File: src/rtl/sorm_pkg.sv
// Shared constants for the spiral-order matrix reorder block.
// Field widths, register indexes and default dimensions; no dependencies.
package sorm_pkg;

  // Payload and register widths.
  localparam int unsigned DataW  = 32;
  localparam int unsigned DimW   = 4;
  localparam int unsigned CntW   = 7;
  localparam int unsigned TotW   = 2 * DimW;
  localparam int unsigned CfgIdxW = 2;

  // Default matrix size limits.
  localparam int unsigned MaxRowsDef = 8;
  localparam int unsigned MaxColsDef = 8;

  // Reset value of both dimension registers.
  localparam logic [DimW-1:0] DimReset = 4'd8;

  // Configuration register indexes.
  localparam logic [CfgIdxW-1:0] RegRowCount = 2'd0;
  localparam logic [CfgIdxW-1:0] RegColCount = 2'd1;

endpackage

File: src/rtl/sorm_ram.sv
// Generic simple dual-port RAM: one write port, one read port, registered read data.
// No dependencies.
module sorm_ram #(
  parameter int unsigned Width = 32,
  parameter int unsigned Depth = 64,
  parameter int unsigned AddrW = (Depth > 1) ? $clog2(Depth) : 1
) (
  input  logic             clk_i,
  input  logic             we_i,
  input  logic [AddrW-1:0] waddr_i,
  input  logic [Width-1:0] wdata_i,
  input  logic             re_i,
  input  logic [AddrW-1:0] raddr_i,
  output logic [Width-1:0] rdata_o
);

  logic [Width-1:0] mem [Depth];

  // Write port.
  always_ff @(posedge clk_i) begin
    if (we_i) begin
      mem[waddr_i] <= wdata_i;
    end
  end

  // Read port with registered read data.
  always_ff @(posedge clk_i) begin
    if (re_i) begin
      rdata_o <= mem[raddr_i];
    end
  end

endmodule

File: src/rtl/spiral_order_matrix_reorder.sv
// Spiral-order matrix reorder: elements arrive one per beat in row-major order.
// Each accepted beat stores one element; the beat that completes the matrix starts a walk
// that emits rows*cols results, one per cycle, the first once the walk state is entered and
// the element RAM read data is registered. The walk is paced by the single read port of the
// element RAM; busy is high while the walk reads the RAM. The receiver cannot stall. Reset
// sets both dimensions to 8 and the load count to zero; the element RAM is not cleared.
module spiral_order_matrix_reorder #(
  parameter int unsigned MAX_ROWS = sorm_pkg::MaxRowsDef,
  parameter int unsigned MAX_COLS = sorm_pkg::MaxColsDef
) (
  input  logic                               clk_i,
  input  logic                               rst_ni,
  input  logic                               start,
  output logic                               busy,
  input  logic signed [sorm_pkg::DataW-1:0]  element_value_i,
  input  logic                               cfg_valid_i,
  output logic                               cfg_ready_o,
  input  logic [sorm_pkg::CfgIdxW-1:0]       cfg_index_i,
  input  logic [sorm_pkg::DimW-1:0]          cfg_data_i,
  output logic                               out_strobe_o,
  output logic signed [sorm_pkg::DataW-1:0]  out_value_o,
  output logic                               last_of_run_o
);

  import sorm_pkg::*;

  localparam int unsigned Cells = MAX_ROWS * MAX_COLS;
  localparam int unsigned AddrW = (Cells > 1) ? $clog2(Cells) : 1;

  typedef enum logic {
    StIdle,
    StWalk
  } state_e;

  typedef enum logic [1:0] {
    DirRight,
    DirDown,
    DirLeft,
    DirUp
  } dir_e;

  state_e           state_q;
  dir_e             dir_q, dir_d;
  logic [DimW-1:0]  row_count_q, column_count_q;
  logic [CntW-1:0]  loaded_q;
  logic [DimW-1:0]  r_q, r_d, c_q, c_d;
  logic [DimW-1:0]  top_q, top_d, bot_q, bot_d, left_q, left_d, right_q, right_d;
  logic [DimW-1:0]  cols_q;
  logic [AddrW-1:0] idx_q, idx_d;
  logic [TotW-1:0]  remain_q;
  logic             strobe_q, last_q;

  logic [DimW-1:0]  rows, cols;
  logic [TotW-1:0]  total;
  logic [CntW-1:0]  loaded_inc;
  logic             accept, walk_now;
  logic             ram_we;
  logic [DataW-1:0] ram_rdata;

  assign cfg_ready_o = 1'b1;
  assign busy        = (state_q == StWalk);
  assign accept      = start && !busy;

  // Clamp the dimension registers to 1..limit.
  always_comb begin
    if (row_count_q == '0) begin
      rows = DimW'(1);
    end else if (32'(row_count_q) > MAX_ROWS) begin
      rows = DimW'(MAX_ROWS);
    end else begin
      rows = row_count_q;
    end
    if (column_count_q == '0) begin
      cols = DimW'(1);
    end else if (32'(column_count_q) > MAX_COLS) begin
      cols = DimW'(MAX_COLS);
    end else begin
      cols = column_count_q;
    end
  end

  assign total      = TotW'(rows) * TotW'(cols);
  assign loaded_inc = loaded_q + CntW'(1);
  assign walk_now   = ({1'b0, loaded_inc} >= total);
  assign ram_we     = accept && (32'(loaded_q) < Cells);

  // Next walk position: turn right at the edge of the shrinking boundary, then step.
  always_comb begin
    dir_d   = dir_q;
    top_d   = top_q;
    bot_d   = bot_q;
    left_d  = left_q;
    right_d = right_q;
    unique case (dir_q)
      DirRight: begin
        if (c_q == right_q) begin
          dir_d = DirDown;
          top_d = top_q + DimW'(1);
        end
      end
      DirDown: begin
        if (r_q == bot_q) begin
          dir_d   = DirLeft;
          right_d = right_q - DimW'(1);
        end
      end
      DirLeft: begin
        if (c_q == left_q) begin
          dir_d = DirUp;
          bot_d = bot_q - DimW'(1);
        end
      end
      DirUp: begin
        if (r_q == top_q) begin
          dir_d  = DirRight;
          left_d = left_q + DimW'(1);
        end
      end
      default: ;
    endcase
    r_d   = r_q;
    c_d   = c_q;
    idx_d = idx_q;
    unique case (dir_d)
      DirRight: begin
        c_d   = c_q + DimW'(1);
        idx_d = idx_q + AddrW'(1);
      end
      DirDown: begin
        r_d   = r_q + DimW'(1);
        idx_d = idx_q + AddrW'(cols_q);
      end
      DirLeft: begin
        c_d   = c_q - DimW'(1);
        idx_d = idx_q - AddrW'(1);
      end
      DirUp: begin
        r_d   = r_q - DimW'(1);
        idx_d = idx_q - AddrW'(cols_q);
      end
      default: ;
    endcase
  end

  // Control state, configuration registers, walk registers and the result strobe.
  always_ff @(posedge clk_i or negedge rst_ni) begin
    if (!rst_ni) begin
      state_q        <= StIdle;
      row_count_q    <= DimReset;
      column_count_q <= DimReset;
      loaded_q       <= '0;
      strobe_q       <= 1'b0;
      last_q         <= 1'b0;
      dir_q          <= DirRight;
      r_q            <= '0;
      c_q            <= '0;
      top_q          <= '0;
      bot_q          <= '0;
      left_q         <= '0;
      right_q        <= '0;
      cols_q         <= '0;
      idx_q          <= '0;
      remain_q       <= '0;
    end else begin
      if (cfg_valid_i) begin
        if (cfg_index_i == RegRowCount) begin
          row_count_q <= cfg_data_i;
        end else if (cfg_index_i == RegColCount) begin
          column_count_q <= cfg_data_i;
        end
      end
      strobe_q <= busy;
      last_q   <= busy && (remain_q == '0);
      unique case (state_q)
        StIdle: begin
          if (accept) begin
            if (walk_now) begin
              state_q  <= StWalk;
              loaded_q <= '0;
              dir_q    <= DirRight;
              r_q      <= '0;
              c_q      <= '0;
              idx_q    <= '0;
              top_q    <= '0;
              left_q   <= '0;
              bot_q    <= rows - DimW'(1);
              right_q  <= cols - DimW'(1);
              cols_q   <= cols;
              remain_q <= total - TotW'(1);
            end else begin
              loaded_q <= loaded_inc;
            end
          end
        end
        StWalk: begin
          dir_q    <= dir_d;
          r_q      <= r_d;
          c_q      <= c_d;
          idx_q    <= idx_d;
          top_q    <= top_d;
          bot_q    <= bot_d;
          left_q   <= left_d;
          right_q  <= right_d;
          remain_q <= remain_q - TotW'(1);
          if (remain_q == '0) begin
            state_q <= StIdle;
          end
        end
        default: state_q <= StIdle;
      endcase
    end
  end

  // Element store: written while loading, read once per walk cycle.
  sorm_ram #(
    .Width(DataW),
    .Depth(Cells),
    .AddrW(AddrW)
  ) u_store (
    .clk_i  (clk_i),
    .we_i   (ram_we),
    .waddr_i(AddrW'(loaded_q)),
    .wdata_i(element_value_i),
    .re_i   (busy),
    .raddr_i(idx_q),
    .rdata_o(ram_rdata)
  );

  assign out_strobe_o  = strobe_q;
  assign out_value_o   = ram_rdata;
  assign last_of_run_o = last_q;

endmodule

File: config.mk
export PLATFORM = sky130hd
export DESIGN_NAME = spiral_order_matrix_reorder
export DESIGN_NICKNAME = d
export VERILOG_FILES = /design/src/rtl/sorm_pkg.sv /design/src/rtl/sorm_ram.sv /design/src/rtl/spiral_order_matrix_reorder.sv
export SDC_FILE = /design/constraint.sdc
export NUM_CORES = 2
export LEC_CHECK = 0
export ABC_AREA = 0
export BUFFER_PORTS_ARGS = -buffer_cell sky130_fd_sc_hd__buf_2
export CAP_MARGIN = 20
export CORE_AREA = 2 2 460 462
export CTS_BUF_LIST = sky130_fd_sc_hd__clkbuf_16
export DETAILED_ROUTE_END_ITERATION = 6
export DIE_AREA = 0 0 462 464
export PLACE_DENSITY = 0.65
export SYNTH_ARGS = -nofsm -noshare
export SYNTH_HDL_FRONTEND = slang
export SYNTH_SLANG_ARGS = --single-unit
File: constraint.sdc
create_clock -name clk_i -period 7.5 [get_ports clk_i]
set_input_delay 0 -clock clk_i [delete_from_list [all_inputs] [get_ports clk_i]]
set_output_delay 0 -clock clk_i [all_outputs]
set_load 0.01 [all_outputs]
Word-level counts from Yosys, hierarchy flattened
Memories as Yosys holds them, arrays and structs flattened. A register that Yosys moved wholly into a read port is not among the register bits.
Index checks and enable logic that the tools add are counted.
- flip-flop bits (word level): 62
- memory bits (writable): 2048
- bits of input ports: 42
- word-level logic and storage cells: 133
- memories kept: 1
- add/sub/neg operators: 17
- $mul: 1
- $lt $le $gt $ge: 4
- eq/ne operators: 23
- multiplexer cells: 48
- bitwise gates (word level): 2
- reduce and logical (&&, ||, !) cells: 21
- memories (name ; depth ; bits a word ; read ports ; clocked after Yosys merged registers in ; write ports ; RTL line ; text):
    u_store.mem ; 64 ; 32 ; 1 ; 1 ; 1 ; sorm_ram.sv:17 ; logic [Width-1:0] mem [Depth];
- operator list (kind ; count):
    2-to-1 mux 4 bit ; 18
    case mux 4 bit (2 select lines) ; 8
    case mux 6 bit (4 select lines) ; 1
    subtractor 4 x 1 -> 4 bit, second input constant ; 6
    adder 4 x 1 -> 4 bit, second input constant ; 4
    equality test 4 bit ; 4
    2-to-1 mux 8 bit ; 2
    != test 2 x 1 -> 1 bit, second input constant ; 8
    case mux 8 bit (2 select lines) ; 1
    AND reduction 4 bit ; 4
    subtractor 8 x 1 -> 8 bit, second input constant ; 2
    2-to-1 mux 2 bit ; 6
    2-to-1 mux 6 bit ; 2
    case mux 6 bit (2 select lines) ; 1
    AND reduction 3 bit ; 4
    equality test 2 bit, second input constant ; 4
    >= comparator 7 x 8 -> 1 bit ; 1
    > comparator 4 bit, second input constant ; 2
    logical NOT 4 bit ; 2
    logical NOT 8 bit ; 1
    multiplier 4 x 4 -> 8 bit ; 1
    case mux 2 bit (4 select lines) ; 1
    adder 7 x 1 -> 7 bit, second input constant ; 1
    less-than comparator 7 bit, second input constant ; 1
    16 further kinds ; 31

Depth between registers and ports, before layout
- word-level depth: 8
- mapped depth: 19

Modules after synthesis
A second synthesis with hierarchy kept.
- cells, all modules: 3807
- area, all modules: 83382.5 µm²
- modules (own cells, without submodules) (module ; times used ; cells an instance ; area an instance (µm²)):
    sorm_ram ; 1 ; 3324 ; 78835.6
    spiral_order_matrix_reorder ; 1 ; 483 ; 4546.9

Worst setup path before layout
Ideal clock, no wire load.
- path type: register to register
- start: reg row_count_q[1]
- end: reg right_q[0]
- library setup time: 0.128 ns
- arrival time: 4.697 ns
- slack: 2.676 ns
- cell stages (with the launch flop): 18
- path buffers: 0
- cell sequence: dfrtp_1 > o21bai_1 > nand2b_1 > or2_2 > fa_1 > inv_1 > fa_1 > ha_1 > a211oi_1 > nor2_1 > or2_2 > ha_1 > a21o_1 > a221o_1 > a31o_2 > nand3_2 > a21boi_1 > mux2_1
- word-level cells in the longest chain between the ends: 7
- RTL lines (element ; RTL line ; text):
    start: declaration ; spiral_order_matrix_reorder.sv:44 ; logic [DimW-1:0] row_count_q, column_count_q;
    start signal: assignment ; spiral_order_matrix_reorder.sv:149 ; row_count_q <= DimReset;
    start signal: assignment ; spiral_order_matrix_reorder.sv:167 ; row_count_q <= cfg_data_i;
    > comparator 4 bit ; spiral_order_matrix_reorder.sv:68 ; end else if (32'(row_count_q) > MAX_ROWS) begin
    2-to-1 mux 4 bit ; spiral_order_matrix_reorder.sv:68 ;
    2-to-1 mux 4 bit * ; spiral_order_matrix_reorder.sv:66 ; if (row_count_q == '0) begin
    multiplier 4 x 4 -> 8 bit * ; spiral_order_matrix_reorder.sv:82 ; assign total = TotW'(rows) * TotW'(cols);
    >= comparator 7 x 8 -> 1 bit * ; spiral_order_matrix_reorder.sv:84 ; assign walk_now = ({1'b0, loaded_inc} >= total);
    != test 2 bit (no source line) * ; - ;
    AND reduction 4 bit (no source line) * ; - ;
    end signal: assignment ; spiral_order_matrix_reorder.sv:187 ; right_q <= cols - DimW'(1);
    end signal: assignment ; spiral_order_matrix_reorder.sv:203 ; right_q <= right_d;
    end: declaration ; spiral_order_matrix_reorder.sv:47 ; logic [DimW-1:0] top_q, top_d, bot_q, bot_d, left_q, left_d, right_q, right_d;
Mark *: on every way between the ends. The rest lies on a longest branch, timed or not.
A chain may end at the register's enable or synchronous reset.

Final worst setup path
- start: reg row_count_q[1]
- end: reg remain_q[0]
- word-level cells in the longest chain between the ends: 8
- RTL lines (element ; RTL line ; text):
    > comparator 4 bit ; spiral_order_matrix_reorder.sv:68 ;
    2-to-1 mux 4 bit ; spiral_order_matrix_reorder.sv:68 ;
    2-to-1 mux 4 bit * ; spiral_order_matrix_reorder.sv:66 ;
    multiplier 4 x 4 -> 8 bit * ; spiral_order_matrix_reorder.sv:82 ;
    subtractor 8 x 1 -> 8 bit ; spiral_order_matrix_reorder.sv:189 ; remain_q <= total - TotW'(1);
    2-to-1 mux 8 bit ; spiral_order_matrix_reorder.sv:177 ; if (walk_now) begin
    2-to-1 mux 8 bit ; spiral_order_matrix_reorder.sv:176 ; if (accept) begin
    case mux 8 bit (2 select lines) ; spiral_order_matrix_reorder.sv:174 ; unique case (state_q)
    end signal: assignment ; spiral_order_matrix_reorder.sv:189 ;
    end signal: assignment ; spiral_order_matrix_reorder.sv:204 ; remain_q <= remain_q - TotW'(1);
    end: declaration ; spiral_order_matrix_reorder.sv:50 ; logic [TotW-1:0] remain_q;
Mark *: on every way between the ends. The rest lies on a longest branch, timed or not. The select of a mux whose other input is x is not followed.

==> results.toml <==
[run_status]
outcome = "finished, final reports clean"

[grt]
grt_use_met2_pct = 30.2
grt_pass1_wl_um = 298000
grtUsageMet1_pct = 28.2
grtUsageTotal_pct = 19.4
antenna_found_initial = 2
grt_max_degree = 101
grt_pass1_vias = 40580
grt-ovfl-total = 0
busiest_layer = "met2"
grt_util_met3_pct = 3.42

[synth]
avgSynthCellArea_um2 = 22.2
synth_fp_nets = 3831
synth_edf_count = 2080
synth_ff_type = "edfxtp_1"
seq_area_frac_synth_pct = 76.8
synth_cell_types = 67
syn_area_mm2 = 0.0834
synth_cells = 3747
ys_seq_elements = 2142
yosys_warnings = 0
ys_async_sr_fraction_pct = 2.89

[timing]
worstMarginPinSlew_ns = 1.14
setup_violations = 0
rsz0062_at_grt = "no"
maxSlewHeadroom_pct = 24.0
finalMaxSlewViolations = 0
fin_crit_sh_pct = 75.7
min_period_ns = 5.67
skew_ns = 0.0522
hold_violations = 0
fmax_ghz = 0.176
tns_ns = 0

[critical_path]
ff2ff_path_depth = 17
r2r_start = "row_count_q[1]"
worstSetupStartpoint = "row_count_q[1]"
endpoint_kind = "register"
critPathMaxFanout = 16
crit_arrival_ns = 6.37
required_ns = 8.19
critPathLaunchType = "register"
worst-setup-path-type = "register to register"

[clocking]
cts.path.max_buffers = 3
worstSkewPairLatency_ns = 0.86
cts_tree = "yes"
h-tree-depth = 4
postCtsSetupBuffers = 0
clock_tree.root_cell = "clkbuf_16"
numCtsBuffers = 204
post_cts_resized = 0
clk_pin_slew_ns = 0.07
cts.sinks = 2142

[hold_path]
hold_path.class = "input pin to register"
min_from = "element_value_i[1]"
hold_depth = 2

[finish]
drive_gt1_share_pct = 27.6
final_common_cell = "edfxtp_1"
nets = 4091
multi_input_area_mm2 = 0.0188
mostFrequentLayoutCells = "edfxtp_1 (2080), mux4_2 (560), clkbuf_16 (208)"
syn2layout_area_growth_pct = 14.2
filler_cell_count = 17172
seq_area_mm2 = 0.0640
finalInstanceArea_mm2 = 0.0952

[place]
io_buffer_count = 76
place_area_mm2 = 0.0876
hpwl_um = 110000
place_congestion = 0.791

[detailed_routing]
route.detailed.wl_per_inst_um = 30.0
wirelength_um = 210000
firstDrtPassIters = 6
num_vias = 40605
ant_nets = 0
drc_errors = 0
viasPerCell = 5.81
dr.first_iter.drc_count = 5445

[floorplanning]
std_cell_rows = 168
pin_count = 78
fp.dieArea_mm2 = 0.214
core_area_mm2 = 0.209
start_util_pct = 39.9
die_y_um = 464
die_x_um = 462

[pwr]
powerDensity_mw_per_mm2 = 352
ir_drop_uv = 285
p_leak_nw = 30.1

[job]
cap_violations = 0
[layout make-up]
cell class,count,share of cell area (%)
multi-input cells,1383,19.7
inverters,23,0.0907
repair buffers,253,2.33
flip-flops and latches,2142,67.2
clock inverters,168,1.43
diodes,2,0.00526
well taps,2805,3.69
clock buffers,208,5.47
[sequential cells by signal (all words and copies together), names as in the netlist, 2 cells and up]
signal           cells
top_q                4
left_q               4
right_q              4
cols_q               4
u_store.rdata_o     32
u_store.mem       2048
remain_q             8
dir_q                2
c_q                  4
r_q                  4
bot_q                4
idx_q                6
column_count_q       4
loaded_q             7
row_count_q          4
[final timing paths]
| path | to | slack, ns |
|---|---|---|
| min reg2reg | remain_q[4] | 0.49 |
| min in group asynchronous | top_q[2] | 0.47 |
| max in group asynchronous | idx_q[0] | 6.40 |
| min | u_store.mem[4][1] | 0.02 |
| max | remain_q[0] | 1.83 |
| max reg2reg | remain_q[0] | 1.83 |
[metal layers]
layer	up-vias	share of wire (%)
li1	16367	-
met2	1969	48
met5	-	0
met3	276	8.6
met1	21993	41
met4	0	2.7
[Yosys cell counts, types with 10 or more instances]
cell	number	share of area, %
nand2b_1	18	0.14
o22ai_1	55	0.41
clkbuf_1	77	0.35
nor2_1	132	0.59
dfrtp_1	60	1.8
nand3_1	31	0.19
a31oi_1	11	0.083
a221oi_1	28	0.29
inv_1	22	0.099
buf_1	22	0.099
nand2_1	79	0.36
xor2_1	20	0.21
and2_1	10	0.075
mux2i_1	118	1.4
o21ai_0	55	0.33
a22oi_1	38	0.34
ha_1	35	0.53
xnor2_1	26	0.27
o211ai_1	19	0.17
a21oi_1	14	0.084
nor2b_1	16	0.12
buf_4	16	0.14
mux2_2	11	0.15
mux4_2	560	15
edfxtp_1	2080	75
buf_2	78	0.47
[stage by stage]
step                worst slack [ns]  power [W]  std cells  hold slack [ns]  utilization (%)
floorplan                       2.68     0.0207       3747           -0.296                -
global placement                1.92     0.0236       6532            0.217             41.9
detailed placement              1.88     0.0237       6532            0.231             41.9
CTS                             1.84     0.0338       6957            0.124             45.3
global route                    1.59     0.0348       6983           0.0135             45.5
finish                          1.83     0.0335       6984           0.0156             45.5
[worst max-delay path, cell delays in order, from the launching register on]
cell	delay (ns)
dfrtp_1	0.39
o21bai_1	0.27
nand2b_1	0.17
or2_2	0.32
fa_1	0.50
inv_1	0.05
fa_1	0.49
ha_1	0.31
a211oi_1	0.33
nor2_1	0.14
or2_2	0.32
ha_1	0.29
a21o_1	0.16
a221o_1	0.33
a31o_2	0.26
a31oi_2	0.54
buf_4	0.33
mux2_2	0.35
[where the power goes]
part	switching (W)	total, W	internal (W)
clock network	0.00446	0.0101	0.00562
logic	0.00508	0.00936	0.00427
registers	0.000557	0.0141	0.0135
total	0.0101	0.0335	0.0234
[cell families (layout without fill, tap and decap cells)]
kind of cell / after synthesis / count (layout) / share of synthesized area (%)
XOR/XNOR: 46 / 46 / 0.483
adder cells (fa/ha/maj): 42 / 42 / 0.694
AO/OA/AOI/OAI: 267 / 267 / 2.19
multiplexers: 690 / 690 / 16.7
buffers and inverters: 222 / 652 / 1.24
other: 1 / 3 / 0.00450
flip-flops: 2142 / 2142 / 76.8
AND/OR/NAND/NOR: 337 / 337 / 1.87
[repair_timing]
item / CTS / global route
hold buffers: 49 / 1
endpoints found under the setup margin: 0 / 0
endpoints found under the hold margin: 2036 / 1
Note: power is estimated with default switching activity, not from simulation.
